$ cat src/sv/hprf_pkg.sv
// Shared types, constants and saturating Q32.32 helpers for the Halley root finder.
// No dependencies.
package hprf_pkg;

    localparam int DEGREE_DEF = 4;
    localparam int NUM_COEF   = 5;
    localparam int CIDX_W     = 3;
    localparam int TOL_W      = 33;
    localparam int ITER_W     = 16;

    localparam logic [63:0] Q_MAX        = 64'h7FFF_FFFF_FFFF_FFFF;
    localparam logic [63:0] Q_MIN        = 64'h8000_0000_0000_0000;
    localparam logic [63:0] DIVERGE_LIM  = 64'd429496729600000000;

    localparam logic [1:0] ST_ROOT    = 2'd0;
    localparam logic [1:0] ST_FLAT    = 2'd1;
    localparam logic [1:0] ST_DIVERGE = 2'd2;
    localparam logic [1:0] ST_LIMIT   = 2'd3;

    localparam logic [CIDX_W-1:0] CFG_TOL   = 3'd5;
    localparam logic [CIDX_W-1:0] CFG_MAXIT = 3'd6;

    typedef logic [63:0] q_t;

    typedef struct packed {
        logic start;
        q_t   a;
        q_t   b;
    } op_req_t;

    function automatic q_t mag(input q_t v);
        mag = v[63] ? (64'd0 - v) : v;
    endfunction

    function automatic q_t from_mag(input logic neg, input q_t m, input logic ovf);
        if (neg)
            from_mag = (ovf || m[63]) ? Q_MIN : (64'd0 - m);
        else
            from_mag = (ovf || m[63]) ? Q_MAX : m;
    endfunction

    function automatic q_t sat_add(input q_t a, input q_t b);
        q_t r;
        r = a + b;
        if (a[63] == b[63] && r[63] != a[63])
            sat_add = a[63] ? Q_MIN : Q_MAX;
        else
            sat_add = r;
    endfunction

    function automatic q_t sat_sub(input q_t a, input q_t b);
        q_t r;
        r = a - b;
        if (a[63] != b[63] && r[63] != a[63])
            sat_sub = a[63] ? Q_MIN : Q_MAX;
        else
            sat_sub = r;
    endfunction

    // a times a small count (0..7), saturating; same as repeated saturating adds
    function automatic q_t sat_small(input q_t a, input logic [2:0] n);
        logic signed [66:0] p;
        p = signed'({{3{a[63]}}, a}) * signed'({64'd0, n});
        if (p[66:63] == 4'b0000 || p[66:63] == 4'b1111)
            sat_small = p[63:0];
        else
            sat_small = p[66] ? Q_MIN : Q_MAX;
    endfunction

endpackage

$ cat src/sv/hprf_div.sv
// Radix-2 restoring divider for (n * 2^32) / d, saturating, one bit per cycle.
// Depends on hprf_pkg.
module hprf_div
    import hprf_pkg::*;
(
    input  logic    clk,
    input  logic    rst_n,
    input  op_req_t req,
    output logic    done,
    output q_t      result
);

    localparam int STEPS = 96;
    localparam int CNT_W = $clog2(STEPS);

    logic [95:0]      dvd_reg;
    q_t               md_reg, rem_reg, q_reg;
    logic             ovf_reg, neg_reg, run_reg, done_reg;
    logic [CNT_W-1:0] cnt_reg;
    q_t               rs;
    logic             take;

    assign rs   = {rem_reg[62:0], dvd_reg[95]};
    assign take = rem_reg[63] || (rs >= md_reg);

    always_ff @(posedge clk or negedge rst_n)
    begin
        if (!rst_n)
        begin
            run_reg  <= 1'b0;
            done_reg <= 1'b0;
            cnt_reg  <= '0;
        end
        else
        begin
            done_reg <= 1'b0;
            if (req.start)
            begin
                run_reg <= 1'b1;
                cnt_reg <= '0;
            end
            else if (run_reg)
            begin
                cnt_reg <= cnt_reg + 1'b1;
                if (cnt_reg == CNT_W'(STEPS - 1))
                begin
                    run_reg  <= 1'b0;
                    done_reg <= 1'b1;
                end
            end
        end
    end

    always_ff @(posedge clk)
    begin
        if (req.start)
        begin
            dvd_reg <= {mag(req.a), 32'd0};
            md_reg  <= mag(req.b);
            neg_reg <= req.a[63] ^ req.b[63];
            rem_reg <= '0;
            q_reg   <= '0;
            ovf_reg <= 1'b0;
        end
        else if (run_reg)
        begin
            dvd_reg <= {dvd_reg[94:0], 1'b0};
            if (q_reg[63])
                ovf_reg <= 1'b1;
            rem_reg <= take ? (rs - md_reg) : rs;
            q_reg   <= {q_reg[62:0], take};
        end
    end

    assign done   = done_reg;
    assign result = from_mag(neg_reg, q_reg, ovf_reg);

endmodule

$ cat config.mk
export PLATFORM = sky130hd
export DESIGN_NAME = hprf_div
export DESIGN_NICKNAME = d
export VERILOG_FILES = /design/src/sv/hprf_pkg.sv /design/src/sv/hprf_div.sv
export SDC_FILE = /design/constraint.sdc
export NUM_CORES = 1
export LEC_CHECK = 0
export ABC_AREA = 1
export BUFFER_PORTS_ARGS = -buffer_cell sky130_fd_sc_hd__buf_2
export CAP_MARGIN = 0
export CORE_UTILIZATION = 45
export DETAILED_ROUTE_END_ITERATION = 16
export SLEW_MARGIN = 20
export SYNTH_ARGS = -nofsm -noshare
export SYNTH_HDL_FRONTEND = slang
export SYNTH_SLANG_ARGS = --single-unit
$ cat constraint.sdc
create_clock -name clk -period 3.5 [get_ports clk]
set_clock_uncertainty 0.2 [all_clocks]
set_input_delay 0.175 -clock clk [delete_from_list [all_inputs] [get_ports clk]]
set_output_delay 0.175 -clock clk [all_outputs]
set_load 0.05 [all_outputs]
======== Word-level counts from Yosys, hierarchy flattened ========
Index checks and enable logic that the tools add are counted.
word-level totals
  register bits ........................... 267
  bits of input ports ..................... 131
  output and inout port bits .............. 65
  word-level logic and storage cells ...... 38
cells by class
  add/subtract/negate cells ............... 5
  $lt $le $gt $ge ......................... 1
  equal/unequal tests ..................... 1
  multiplexer cells ....................... 16
  bitwise gates (word level) .............. 1
  reductions and logical operators ........ 4
operator list
  operator               number
  $mux 64                5
  $mux 96                2
  $sub 1x64->64 const A  3
  $ge 64x64->1           1
  $sub 64x64->64         1
  $mux 63                1
  $mux 7                 2
  $add 7x1->7 const B    1
  $eq 7x7->1 const B     1
  $mux 1                 6
  $logic_or 1x1->1       2
  $reduce_and 2->1       1
  $reduce_bool 2->1      1
  $xor 1x1->1            1

======== Longest topological paths before layout ========
  word-level depth ........................ 4
  depth in mapped cells ................... 19
  mapped depth without buffers ............ 19

======== Worst setup path before layout ========
Ideal clock, no wire load.
  path kind ............................... in2reg
  start ................................... in req[128] (netlist name)
  end ..................................... reg dvd_reg[32], enable pin
  setup time .............................. 454 ps
  data arrival time ....................... 2,583 ps
  data required time ...................... 2,846 ps
  setup slack ............................. 263 ps
  stages .................................. 4
  buffers on the path ..................... 2
  cell sequence ........................... clkbuf_1 nor2_1 inv_1 clkbuf_1
on the way
  longest elaborated chain between the ends .. 1
RTL lines
  element                      line            source
  from (decl)                  hprf_div.sv:8   input op_req_t req,
  $reduce_bool 2->1 (no line)  -
  to (signal assigned)         hprf_div.sv:58  dvd_reg <= {mag(req.a), 32'd0};
  to (signal assigned)         hprf_div.sv:67  dvd_reg <= {dvd_reg[94:0], 1'b0};
  to (decl)                    hprf_div.sv:16  logic [95:0] dvd_reg;
No other way between the ends.
A chain may end at the register's enable or synchronous reset.

======== Final worst setup path ========
  start ................................... reg neg_reg
  end ..................................... out result[57]
on the way
  longest elaborated chain between the ends .. 1
RTL lines
  element                 line            source
  from (decl)             hprf_div.sv:18  logic ovf_reg, neg_reg, run_reg, done_reg;
  from (signal assigned)  hprf_div.sv:60  neg_reg <= req.a[63] ^ req.b[63];
  $mux 64                 hprf_pkg.sv:36  if (neg)
  to (decl)               hprf_div.sv:10  output q_t result
No other way between the ends.

==> flow_summary.json <==
{
  "status": "finished, final reports clean",
  "leakagePower_nw": 13.93,
  "vdd_drop_max_mv": 0.9347,
  "crit_required_ns": 3.12,
  "drcViolationCount": 0,
  "layout.nets": 4084,
  "r2r_cells": 18,
  "die_area_um2": 50570,
  "postCtsSetupRepairBufs": 0,
  "wl_per_cell_um": 17.01,
  "drt-initial-drc-count": 1724,
  "fp-row-count": 81,
  "finalSetupTns_ns": 0,
  "grt_pass1_wl_um": 121700,
  "clk_latency_ns": 0.56,
  "clockBufferDepth": 3,
  "rsz0062_at_grt": "no",
  "routed_wl_um": 77830,
  "slew_viol_final": 0,
  "ys_async_sr_fraction": 0.03371,
  "fmax_mhz": 295.3,
  "power_density_nw_per_um2": 648.1,
  "pin_count": 196,
  "gr-total-overflow": 0,
  "start_kind": "register",
  "finalCriticalPeriod_ns": 3.386,
  "critPathMaxFanout": 13,
  "area_delta_synth_final_pct": 19.16,
  "die_width_um": 224.9,
  "drive_gt1_frac": 0.08951,
  "syn_inst": 3587,
  "crit_buf_inv": 2,
  "hp-class": "in2reg",
  "timing.rr.start": "dvd_reg[95]$_DFFE_PP_",
  "setup-violations-final": 0,
  "post-route-period-util": 0.9675,
  "seqPwrFrac": 0.245,
  "cp.arrival_ns": 3.01,
  "crit_end": "result[57]",
  "worst_pin_slew_ns": 1.113,
  "combPwrFrac": 0.532,
  "hpwl_um": 59350,
  "p_sw_mw": 8.358,
  "yosysSeqAreaShare": 0.2989,
  "cts_sinks": 267,
  "rrSetupSlack_ns": 0.42,
  "start_util": 0.4567,
  "synth_edf_count": 129,
  "cp-startpoint": "neg_reg$_DFFE_PP_",
  "slowest_stage": "edfxtp_1",
  "cts_buffers": 35,
  "vias_per_cell": 5.129,
  "syn_nets": 3787,
  "ant_nets": 0,
  "clk_pin_slew_ns": 0.06,
  "cts_tree": "done",
  "dieHeight_um": 224.9,
  "grt_start_max_net_pins": 121,
  "hold_viol": 0,
  "drv_cap": 0,
  "cp-end-kind": "primary output",
  "cp_cell_sequence": "buf_4 -> o21ai_2 -> nand2_2 -> nor2_2 -> nand2_1 -> nor2_2 -> nand2_2 -> nor2_4 -> nand2_1 -> nor2_2 -> xor2_1 -> buf_2",
  "power.internal_mw": 8.907,
  "cpPeakStageDelay_ns": 0.48,
  "antenna_found_initial": 6,
  "port_buffers": 195,
  "core_area_um2": 48950,
  "path_delay_family": "simple AND/OR/NAND/NOR gates",
  "synth_cell_types": 51,
  "ys_warn_count": 0,
  "gr-usage-all-layers": 0.3069,
  "worst_slack_ns": 0.1138,
  "grt_pass1_vias": 22550,
  "gp_congestion": 0.9822,
  "relSlewSlack": 0.2580,
  "dpl_worst_slack_ns": 0.4314,
  "ys_ff_latch": 267,
  "avgSynthCellArea_um2": 6.232,
  "path_common_cell": "nor2_2",
  "first_pass_iters": 6,
  "num_vias": 23470,
  "syn-cell-area_um2": 22360,
  "pwr-share-clk": 0.223,
  "cp.depth": 12,
  "cts_root_buffer": "clkbuf_16",
  "dominantRegCellSynth": "edfxtp_1",
  "regToRegEndpoint": "rem_reg[35]$_SDFFE_PP0P_",
  "swShare": 0.4841,
  "worstSetupPathType": "reg2out",
  "cts_max_level": 2
}
-- stage by stage --
step           std cells  hold slack, ns  cell area (µm²)  utilization  total power, mW
4_1_cts             4574        0.005497            26610       0.5436            17.21
6_report            4576         0.04136            26640       0.5442            17.27
5_1_grt             4576         0.04602            26640       0.5442            18.43
3_5_place_dp        4376         -0.1636            24060       0.4914            13.17
3_3_place_gp        4376         -0.1600            24060       0.4914            13.22
2_1_floorplan       3587         -0.3206            22360            -            10.79
-- timing repair --
action / in CTS / in global routing
setup endpoints to repair: 0 / 10
resized for setup: 0 / 9
hold endpoints to repair: 192 / 0
hold buffers: 135 / 0
-- layer usage --
layer | global-route usage | part of all wire | up-vias
li1 | - | - | 11950
met5 | 0 | 0.00063 | -
met1 | 0.3945 | 0.44 | 10610
met4 | 0.1187 | 0.037 | 8
met3 | 0.03605 | 0.054 | 172
met2 | 0.5237 | 0.47 | 736
-- layout make-up --
cell class	instances	area [µm²]
multi-input cells	2560	12780
clock buffers	46	979.7
fillers	5123	22310
diodes	2	5.005
well taps	664	830.8
flip-flops and latches	267	6685
repair buffers	364	2669
clock inverters	17	222.7
inverters	656	2470
-- cells by family (layout without fill, tap and decap cells) --
logic type	Yosys count	after routing	synth area share
flip-flops	267	267	0.2989
buffers and inverters	760	1083	0.1303
XOR/XNOR	200	200	0.07836
adder cells (fa/ha/maj)	69	69	0.03895
AO/OA/AOI/OAI	309	309	0.07780
other	0	2	0
AND/OR/NAND/NOR	1982	1982	0.3757
-- worst reg2reg max path, stage by stage, from the launching register on --
cell and delay, ns:
edfxtp_1 0.34, inv_1 0.05, ha_1 0.22, fa_1 0.41, inv_1 0.11, nand3_1 0.08, nand2_2 0.14, nand2_1 0.08
nand2_2 0.10, nand2_1 0.06, nand2_1 0.10, nand2_1 0.09, nand3_2 0.10, nand2_4 0.07, nand2_4 0.26, nand2_1 0.31
nor2_1 0.20, nor2_1 0.05, nor2_1 0.07
-- synthesized netlist by cell type, drive strengths merged, types with 2 or more instances --
cell / instances / share of area
ha: 68 / 0.038
dfrtp: 9 / 0.010
inv: 654 / 0.11
nor2: 448 / 0.078
nor4: 21 / 0.0062
nor3b: 2 / 0.00090
o22ai: 64 / 0.018
o31ai: 4 / 0.0013
dfxtp: 129 / 0.12
nand3b: 15 / 0.0050
or2: 8 / 0.0022
nand3: 206 / 0.047
nand2: 1090 / 0.18
buf: 32 / 0.0081
nor3: 46 / 0.011
clkinv: 2 / 0.00034
nand4: 135 / 0.038
and3: 9 / 0.0025
edfxtp: 129 / 0.17
a31oi: 29 / 0.0081
a21oi: 96 / 0.022
o211ai: 6 / 0.0020
o21ai: 104 / 0.024
xor2: 172 / 0.067
clkbuf: 72 / 0.012
o21bai: 3 / 0.0010
xnor2: 28 / 0.011
-- cell usage in the layout, fill, tap and decap left out, types with 20 or more instances in the layout --
master and n:
dlygate4sd3_1 135, clkbuf_16 37, buf_2 192, buf_4 29, xor2_1 172, nor3_1 41
a31oi_1 29, dfxtp_1 129, nand4_1 135, nand3_1 203, nor4_1 20, edfxtp_1 129
nand2_1 1080, inv_1 641, o21ai_0 88, a21oi_1 92, ha_1 68, xnor2_1 28
nor2_1 429, o22ai_1 64
-- power groups by stage --
| stage | Sequential (mW) | Combinational [mW] | Clock, mW |
|---|---|---|---|
| after floorplan | 4.14 | 6.65 | 0 |
| after global placement | 4.28 | 8.94 | 0 |
| after detailed placement | 4.27 | 8.90 | 0 |
| after CTS | 4.22 | 9.08 | 3.92 |
| after global routing | 4.29 | 10.1 | 4.03 |
| final | 4.23 | 9.19 | 3.85 |
-- worst min-delay path by stage --
stage,start,end,slack (ns),depth (start not counted)
finish,req[63],md_reg[15]$_DFFE_PP_,0.04,3
global route,req[63],md_reg[15]$_DFFE_PP_,0.05,3
CTS,req[63],md_reg[15]$_DFFE_PP_,0.005,3
detailed placement,rst_n,cnt_reg[0]$_DFFE_PN0P_,-0.16,1
global placement,rst_n,cnt_reg[3]$_DFFE_PN0P_,-0.16,1
floorplan,rst_n,cnt_reg[0]$_DFFE_PN0P_,-0.32,0
No activity file was read; power rests on OpenSTA's default activity.
