===== src/sv/hprf_pkg.sv =====
// Shared types, constants and saturating Q32.32 helpers for the Halley root finder.
// No dependencies.
package hprf_pkg;

    localparam int DEGREE_DEF = 4;
    localparam int NUM_COEF   = 5;
    localparam int CIDX_W     = 3;
    localparam int TOL_W      = 33;
    localparam int ITER_W     = 16;

    localparam logic [63:0] Q_MAX        = 64'h7FFF_FFFF_FFFF_FFFF;
    localparam logic [63:0] Q_MIN        = 64'h8000_0000_0000_0000;
    localparam logic [63:0] DIVERGE_LIM  = 64'd429496729600000000;

    localparam logic [1:0] ST_ROOT    = 2'd0;
    localparam logic [1:0] ST_FLAT    = 2'd1;
    localparam logic [1:0] ST_DIVERGE = 2'd2;
    localparam logic [1:0] ST_LIMIT   = 2'd3;

    localparam logic [CIDX_W-1:0] CFG_TOL   = 3'd5;
    localparam logic [CIDX_W-1:0] CFG_MAXIT = 3'd6;

    typedef logic [63:0] q_t;

    typedef struct packed {
        logic start;
        q_t   a;
        q_t   b;
    } op_req_t;

    function automatic q_t mag(input q_t v);
        mag = v[63] ? (64'd0 - v) : v;
    endfunction

    function automatic q_t from_mag(input logic neg, input q_t m, input logic ovf);
        if (neg)
            from_mag = (ovf || m[63]) ? Q_MIN : (64'd0 - m);
        else
            from_mag = (ovf || m[63]) ? Q_MAX : m;
    endfunction

    function automatic q_t sat_add(input q_t a, input q_t b);
        q_t r;
        r = a + b;
        if (a[63] == b[63] && r[63] != a[63])
            sat_add = a[63] ? Q_MIN : Q_MAX;
        else
            sat_add = r;
    endfunction

    function automatic q_t sat_sub(input q_t a, input q_t b);
        q_t r;
        r = a - b;
        if (a[63] != b[63] && r[63] != a[63])
            sat_sub = a[63] ? Q_MIN : Q_MAX;
        else
            sat_sub = r;
    endfunction

    // a times a small count (0..7), saturating; same as repeated saturating adds
    function automatic q_t sat_small(input q_t a, input logic [2:0] n);
        logic signed [66:0] p;
        p = signed'({{3{a[63]}}, a}) * signed'({64'd0, n});
        if (p[66:63] == 4'b0000 || p[66:63] == 4'b1111)
            sat_small = p[63:0];
        else
            sat_small = p[66] ? Q_MIN : Q_MAX;
    endfunction

endpackage


===== src/sv/hprf_mul.sv =====
// Shared saturating Q32.32 multiplier: one 32x32 partial product per cycle.
// Depends on hprf_pkg.
module hprf_mul
    import hprf_pkg::*;
(
    input  logic    clk,
    input  logic    rst_n,
    input  op_req_t req,
    output logic    done,
    output q_t      result
);

    q_t           ma_reg, mb_reg;
    logic         neg_reg;
    logic [127:0] acc_reg, acc_next;
    logic [1:0]   cnt_reg;
    logic         run_reg, done_reg;
    logic [63:0]  pp;
    logic [31:0]  opa, opb;

    assign opa = cnt_reg[1] ? ma_reg[63:32] : ma_reg[31:0];
    assign opb = cnt_reg[0] ? mb_reg[63:32] : mb_reg[31:0];
    assign pp  = opa * opb;

    always_comb
    begin
        case (cnt_reg)
            2'd0:    acc_next = acc_reg + {64'd0, pp};
            2'd3:    acc_next = acc_reg + {pp, 64'd0};
            default: acc_next = acc_reg + {32'd0, pp, 32'd0};
        endcase
    end

    always_ff @(posedge clk or negedge rst_n)
    begin
        if (!rst_n)
        begin
            run_reg  <= 1'b0;
            done_reg <= 1'b0;
            cnt_reg  <= '0;
        end
        else
        begin
            done_reg <= 1'b0;
            if (req.start)
            begin
                run_reg <= 1'b1;
                cnt_reg <= '0;
            end
            else if (run_reg)
            begin
                cnt_reg <= cnt_reg + 2'd1;
                if (cnt_reg == 2'd3)
                begin
                    run_reg  <= 1'b0;
                    done_reg <= 1'b1;
                end
            end
        end
    end

    always_ff @(posedge clk)
    begin
        if (req.start)
        begin
            ma_reg  <= mag(req.a);
            mb_reg  <= mag(req.b);
            neg_reg <= req.a[63] ^ req.b[63];
            acc_reg <= '0;
        end
        else if (run_reg)
            acc_reg <= acc_next;
    end

    assign done   = done_reg;
    assign result = from_mag(neg_reg, acc_reg[95:32], |acc_reg[127:96]);

endmodule


===== config.mk =====
export PLATFORM = sky130hd
export DESIGN_NAME = hprf_mul
export DESIGN_NICKNAME = d
export VERILOG_FILES = /design/src/sv/hprf_pkg.sv /design/src/sv/hprf_mul.sv
export SDC_FILE = /design/constraint.sdc
export NUM_CORES = 2
export LEC_CHECK = 0
export BUFFER_PORTS_ARGS = -buffer_cell sky130_fd_sc_hd__buf_2
export CORE_MARGIN = 3
export CORE_UTILIZATION = 65
export CTS_CLUSTER_DIAMETER = 50
export DETAILED_ROUTE_END_ITERATION = 7
export GPL_TIMING_DRIVEN = 0
export PLACE_DENSITY_LB_ADDON = 0.15
export REMOVE_ABC_BUFFERS = 1
export SLEW_MARGIN = 30
export SYNTH_ARGS = -nofsm -noshare
export SYNTH_HDL_FRONTEND = slang
export SYNTH_SLANG_ARGS = --single-unit

===== constraint.sdc =====
create_clock -name clk -period 17 [get_ports clk]
set_clock_uncertainty 0.15 [all_clocks]
set_input_delay 1.7 -clock clk [delete_from_list [all_inputs] [get_ports clk]]
set_output_delay 1.7 -clock clk [all_outputs]
set_load 0.005 [all_outputs]

Word-level counts from Yosys, hierarchy flattened
Index checks and enable logic that the tools add are counted.

storage, ports and cells
  flip-flop bits (word level) = 261
  latch bits = 0
  memory bits (writable) = 0
  ROM bits = 0
  input port bits = 131
  output and inout port bits = 65
  logic and storage cells = 39
  memories kept = 0

operators by class
  $add $sub $neg = 7
  multiply operators = 1
  div/mod/pow operators = 0
  order comparisons = 0
  eq/ne operators = 1
  shifts and indexed selects = 0
  multiplexer cells = 16
  bitwise operators = 1
  reduce and logical (&&, ||, !) cells = 4

operators by type and width
  operator               count
  $pmux 128 s2           1
  $mux 64                3
  $sub 1x64->64 const A  3
  $add 128x128->128      1
  $add 128x64->128       1
  $add 128x96->128       1
  $mux 63                2
  $mul 32x32->64         1
  $mux 32                2
  $reduce_or 32->1       1
  $mux 1                 6
  $mux 2                 2
  $add 2x1->2 const B    1
  $eq 2x2->1 const B     1
  $logic_not 2->1        1
  $reduce_bool 2->1      1
  $logic_or 1x1->1       1
  $xor 1x1->1            1

Logic depth before layout (Yosys ltp)
  depth in word-level cells = 4
  mapped depth = 49

Worst setup path before layout
Ideal clock, no wire load.

  path kind = flip-flop to flip-flop
  start point = register cnt_reg[0]
  end point = register acc_reg[98]
  setup time = 117 ps
  arrival = 11623 ps
  required time = 16733 ps
  slack = 5110 ps
  stages on the path, launching flop included = 45
  path buffers = 4
  path through = dfrtp_1 clkbuf_1 buf_1 mux2i_1 clkbuf_1 nor2_1 fa_1 inv_1 fa_1 fa_1 fa_1 inv_1 fa_1 inv_1 fa_1 inv_1 fa_1 inv_1 (+9 left out) a31oi_1 o31ai_1 a21o_1 a21oi_1 xnor2_1 ha_1 clkbuf_1 nand2_1 nor2_1 o21ai_0 a21boi_0 nor3_1 a2111oi_0 nand4_1 xor2_1 o22ai_1 a21o_1 a22o_1

on the way
  word-level cells in the longest chain between the ends = 4

ends and longest elaborated chain
  what                                      line            text
  from (decl)                               hprf_mul.sv:16  logic [1:0] cnt_reg;
  from (signal assigned)                    hprf_mul.sv:52  cnt_reg <= cnt_reg + 2'd1;
  $mux 32                                   hprf_mul.sv:22  assign opb = cnt_reg[0] ? mb_reg[63:32] : mb_reg[31:0];
  $mul 32x32->64                            hprf_mul.sv:23  assign pp = opa * opb;
  $add 128x96->128 (tied with other cells)  hprf_mul.sv:30  default: acc_next = acc_reg + {32'd0, pp, 32'd0};
  $pmux 128 s2 *                            hprf_mul.sv:27  case (cnt_reg)
  to (signal assigned)                      hprf_mul.sv:72  acc_reg <= acc_next;
  to (decl)                                 hprf_mul.sv:15  logic [127:0] acc_reg, acc_next;

Every way passes the cells marked *; elsewhere a longest branch is shown, timed or not.
A chain may end at the register's enable or synchronous reset.

Worst setup path after layout
  start point = register cnt_reg[1]
  end point = register acc_reg[122]

on the way
  word-level cells in the longest chain between the ends = 4

ends and longest elaborated chain
  what                                      line            text
  $mux 32                                   hprf_mul.sv:21  assign opa = cnt_reg[1] ? ma_reg[63:32] : ma_reg[31:0];
  $mul 32x32->64                            hprf_mul.sv:23
  $add 128x96->128 (tied with other cells)  hprf_mul.sv:30
  $pmux 128 s2 *                            hprf_mul.sv:27

Marks and branches as above.

==> results.toml <==
[logic_synthesis]
ys_types = 82
ys.flop_type = "edfxtp_1"
avgSynthCellArea_um2 = 8.183
syn_area_um2 = 60540
synth-async-reset-ratio_pct = 1.533
yosysWarnings = 0
synth_edf_count = 129
synth_seq_cells = 261
ys_seq_area_share_pct = 10.80
synthCells = 7398

[grt]
grt_overflow = 0
grt_usage_pct = 45.18
grt_pass1_wl_um = 335300
grt_max_degree = 86
antenna_found_initial = 20
grt_pass1_vias = 57080

[worst_setup_path]
r2r_setup_slack_ns = 2.07
ff2ff_path_depth = 43
crit_cells = 43
critPathTopFamily = "adder cells"
critical_path_buf_inv_count = 9
cp_common_cell = "fa_1"
slowest_delay_ns = 0.70
setup.worst_path.end = "acc_reg[122]$_SDFFE_PP0P_"
setup.worst_path.start = "cnt_reg[1]$_DFFE_PN0P_"
cp_max_fo = 27
path_class = "flip-flop to flip-flop"
timing.rr.start = "cnt_reg[1]$_DFFE_PN0P_"
critical_path_required_ns = 17.39
end_kind = "flip-flop"
crit_slowest_cell = "dfrtp_4"
r2r-end = "acc_reg[122]$_SDFFE_PP0P_"
start_kind = "flip-flop"
crit_arrival_ns = 15.32

[outcome]
status = "finished clean"

[route]
totalWireLength_um = 221700
via_count = 57900
wl_per_cell_um = 25.68
drc = 0
drt-initial-drc-count = 7295
first_pass_iters = 8
ant_nets = 0
vias_per_cell = 6.707

[sta]
fin_crit_sh_pct = 87.82
slew_headroom_pct = 21.15
worst-slew-pin-transition_ns = 1.174
period_minus_slack_ns = 14.93
maxSlewViolCount = 0
rsz0062_at_grt = "false"
max_freq_mhz = 66.98
hold_slack_ns = 0.3240
setup_viol = 0
hold_viol = 0

[clock_network]
cts_tree = "done"
cts_setup_buffers = 0
cts_hold_buffers = 0
clock_latency_ns = 0.68
clock-sinks = 261
clk_pin_slew_ns = 0.06
cts_resized = 0
cts_root_buffer = "clkbuf_16"
cts_max_level = 2
clockBufferDepth = 3
cts_buffers = 47

[hold_path]
min_path_type = "flip-flop to flip-flop"

[final_layout]
fin_area_um2 = 65870
area_growth_pct = 8.798
nets = 8841
final_cells = 8633
largest_register_ffs = 128
layout-drive-gt1-share_pct = 8.115

[placed_design]
io_buffers = 195
place_inst = 8537
place_area_um2 = 64180
place_congestion = 1.020
hpwl_um = 174800

[die]
die_w_um = 311.2
start_util_pct = 65.85
io_pins = 196
fp.dieH_um = 311.2
rows = 111
core_um2 = 91940
dieArea_um2 = 96840

[job]
cap_violations = 0
==> routing by layer <==
layer / track usage [%] / up-vias / wire length [um] / part of all wire (%)
met5: 1.433 / - / 376 / 0.17
met4: 28.31 / 30 / 16760 / 7.6
met3: 15.20 / 1079 / 30300 / 14
met2: 65.10 / 4042 / 92520 / 42
met1: 58.50 / 28170 / 81720 / 37
li1: - / 24580 / - / -
==> Yosys cell counts, drive strengths merged, types with 48 or more instances <==
| master | n | area share (%) |
|---|---|---|
| a21o | 172 | 2.1 |
| a21oi | 366 | 3.0 |
| a221oi | 64 | 0.93 |
| a31oi | 48 | 0.50 |
| clkbuf | 352 | 2.2 |
| dfxtp | 128 | 4.2 |
| edfxtp | 129 | 6.4 |
| fa | 899 | 30 |
| ha | 468 | 9.7 |
| inv | 1002 | 6.2 |
| mux2 | 64 | 1.2 |
| mux2i | 66 | 1.1 |
| nand2 | 856 | 5.3 |
| nand3 | 101 | 0.84 |
| nand4 | 107 | 1.1 |
| nor2 | 920 | 5.7 |
| nor3 | 112 | 0.93 |
| o21ai | 290 | 2.4 |
| o21bai | 52 | 0.64 |
| o31ai | 80 | 0.99 |
| or4 | 59 | 0.77 |
| xnor2 | 299 | 4.3 |
| xor2 | 114 | 1.6 |
==> cell type report <==
| type | count | area [um2] |
|---|---|---|
| Sequential cell | 261 | 6545 |
| Clock buffer | 56 | 1250 |
| Antenna cell | 9 | 22.52 |
| Multi-Input combinational cell | 5752 | 49980 |
| Inverter | 1003 | 3765 |
| Clock inverter | 31 | 352.8 |
| Timing Repair Buffer | 278 | 2401 |
| Fill cell | 7055 | 26070 |
| Tap cell | 1243 | 1555 |
==> tightest hold or removal path: stages (launching register included) <==
cell     delay (ns)
dfxtp_1        0.32
nand2_1        0.06
a21oi_1        0.05
==> layout by cell type (no fill, tap or decap), types with 37 or more instances in the layout <==
cell          n
xor2_1      101
mux2i_4      58
nor4_1       45
o21ai_0     286
nand3_1     100
or4_1        53
buf_8        44
fa_1        899
a31oi_1      48
nor2_1      914
buf_2       195
ha_1        465
or3_1        44
xnor2_1     272
dfxtp_1     128
o21bai_1     52
clkbuf_16    47
mux2_2       64
edfxtp_1    129
a221oi_1     63
nand2b_1     38
nor3_1      110
a21oi_1     366
and3_1       41
o41ai_1      37
o31ai_1      80
inv_1      1000
nand2_1     853
nand4_1     107
a21o_1      172
==> per-stage QoR <==
stage,TNS (ns),util (%),setup WS [ns]
after global placement,-77.37,67.04,-2.671
after CTS,0,71.55,2.476
after detailed placement,0,69.81,2.541
after floorplan,0,-,3.629
final,0,71.64,2.070
after global routing,0,71.62,1.675
==> cell families (layout without fill, tap and decap cells) <==
kind of cell               after synthesis  in the layout  share of synthesized area, %
DFF                                    261            261                         10.80
buffers and inverters                 1385           1368                         8.589
AOI/OAI and AO/OA                     1407           1407                         15.22
muxes                                  130            130                         2.282
and+or+nand+nor                       2435           2435                         17.74
other                                    0              9                             0
xor gates and xnor gates               413            413                         5.975
adders and majority gates             1367           1367                         39.40
==> worst min path at each step <==
stage,cells after the start,start,slack [ns],endpoint
2_1_floorplan,2,acc_reg[3]$_SDFFE_PP0P_,0.28,acc_reg[3]$_SDFFE_PP0P_
3_3_place_gp,2,acc_reg[3]$_SDFFE_PP0P_,0.31,acc_reg[3]$_SDFFE_PP0P_
3_5_place_dp,2,acc_reg[3]$_SDFFE_PP0P_,0.31,acc_reg[3]$_SDFFE_PP0P_
4_1_cts,2,acc_reg[3]$_SDFFE_PP0P_,0.32,acc_reg[3]$_SDFFE_PP0P_
5_1_grt,2,acc_reg[3]$_SDFFE_PP0P_,0.35,acc_reg[3]$_SDFFE_PP0P_
6_report,2,acc_reg[3]$_SDFFE_PP0P_,0.32,acc_reg[3]$_SDFFE_PP0P_
Power is not shown: default switching activity piles up to over one toggle a cycle in this logic, so the estimate is an artifact.
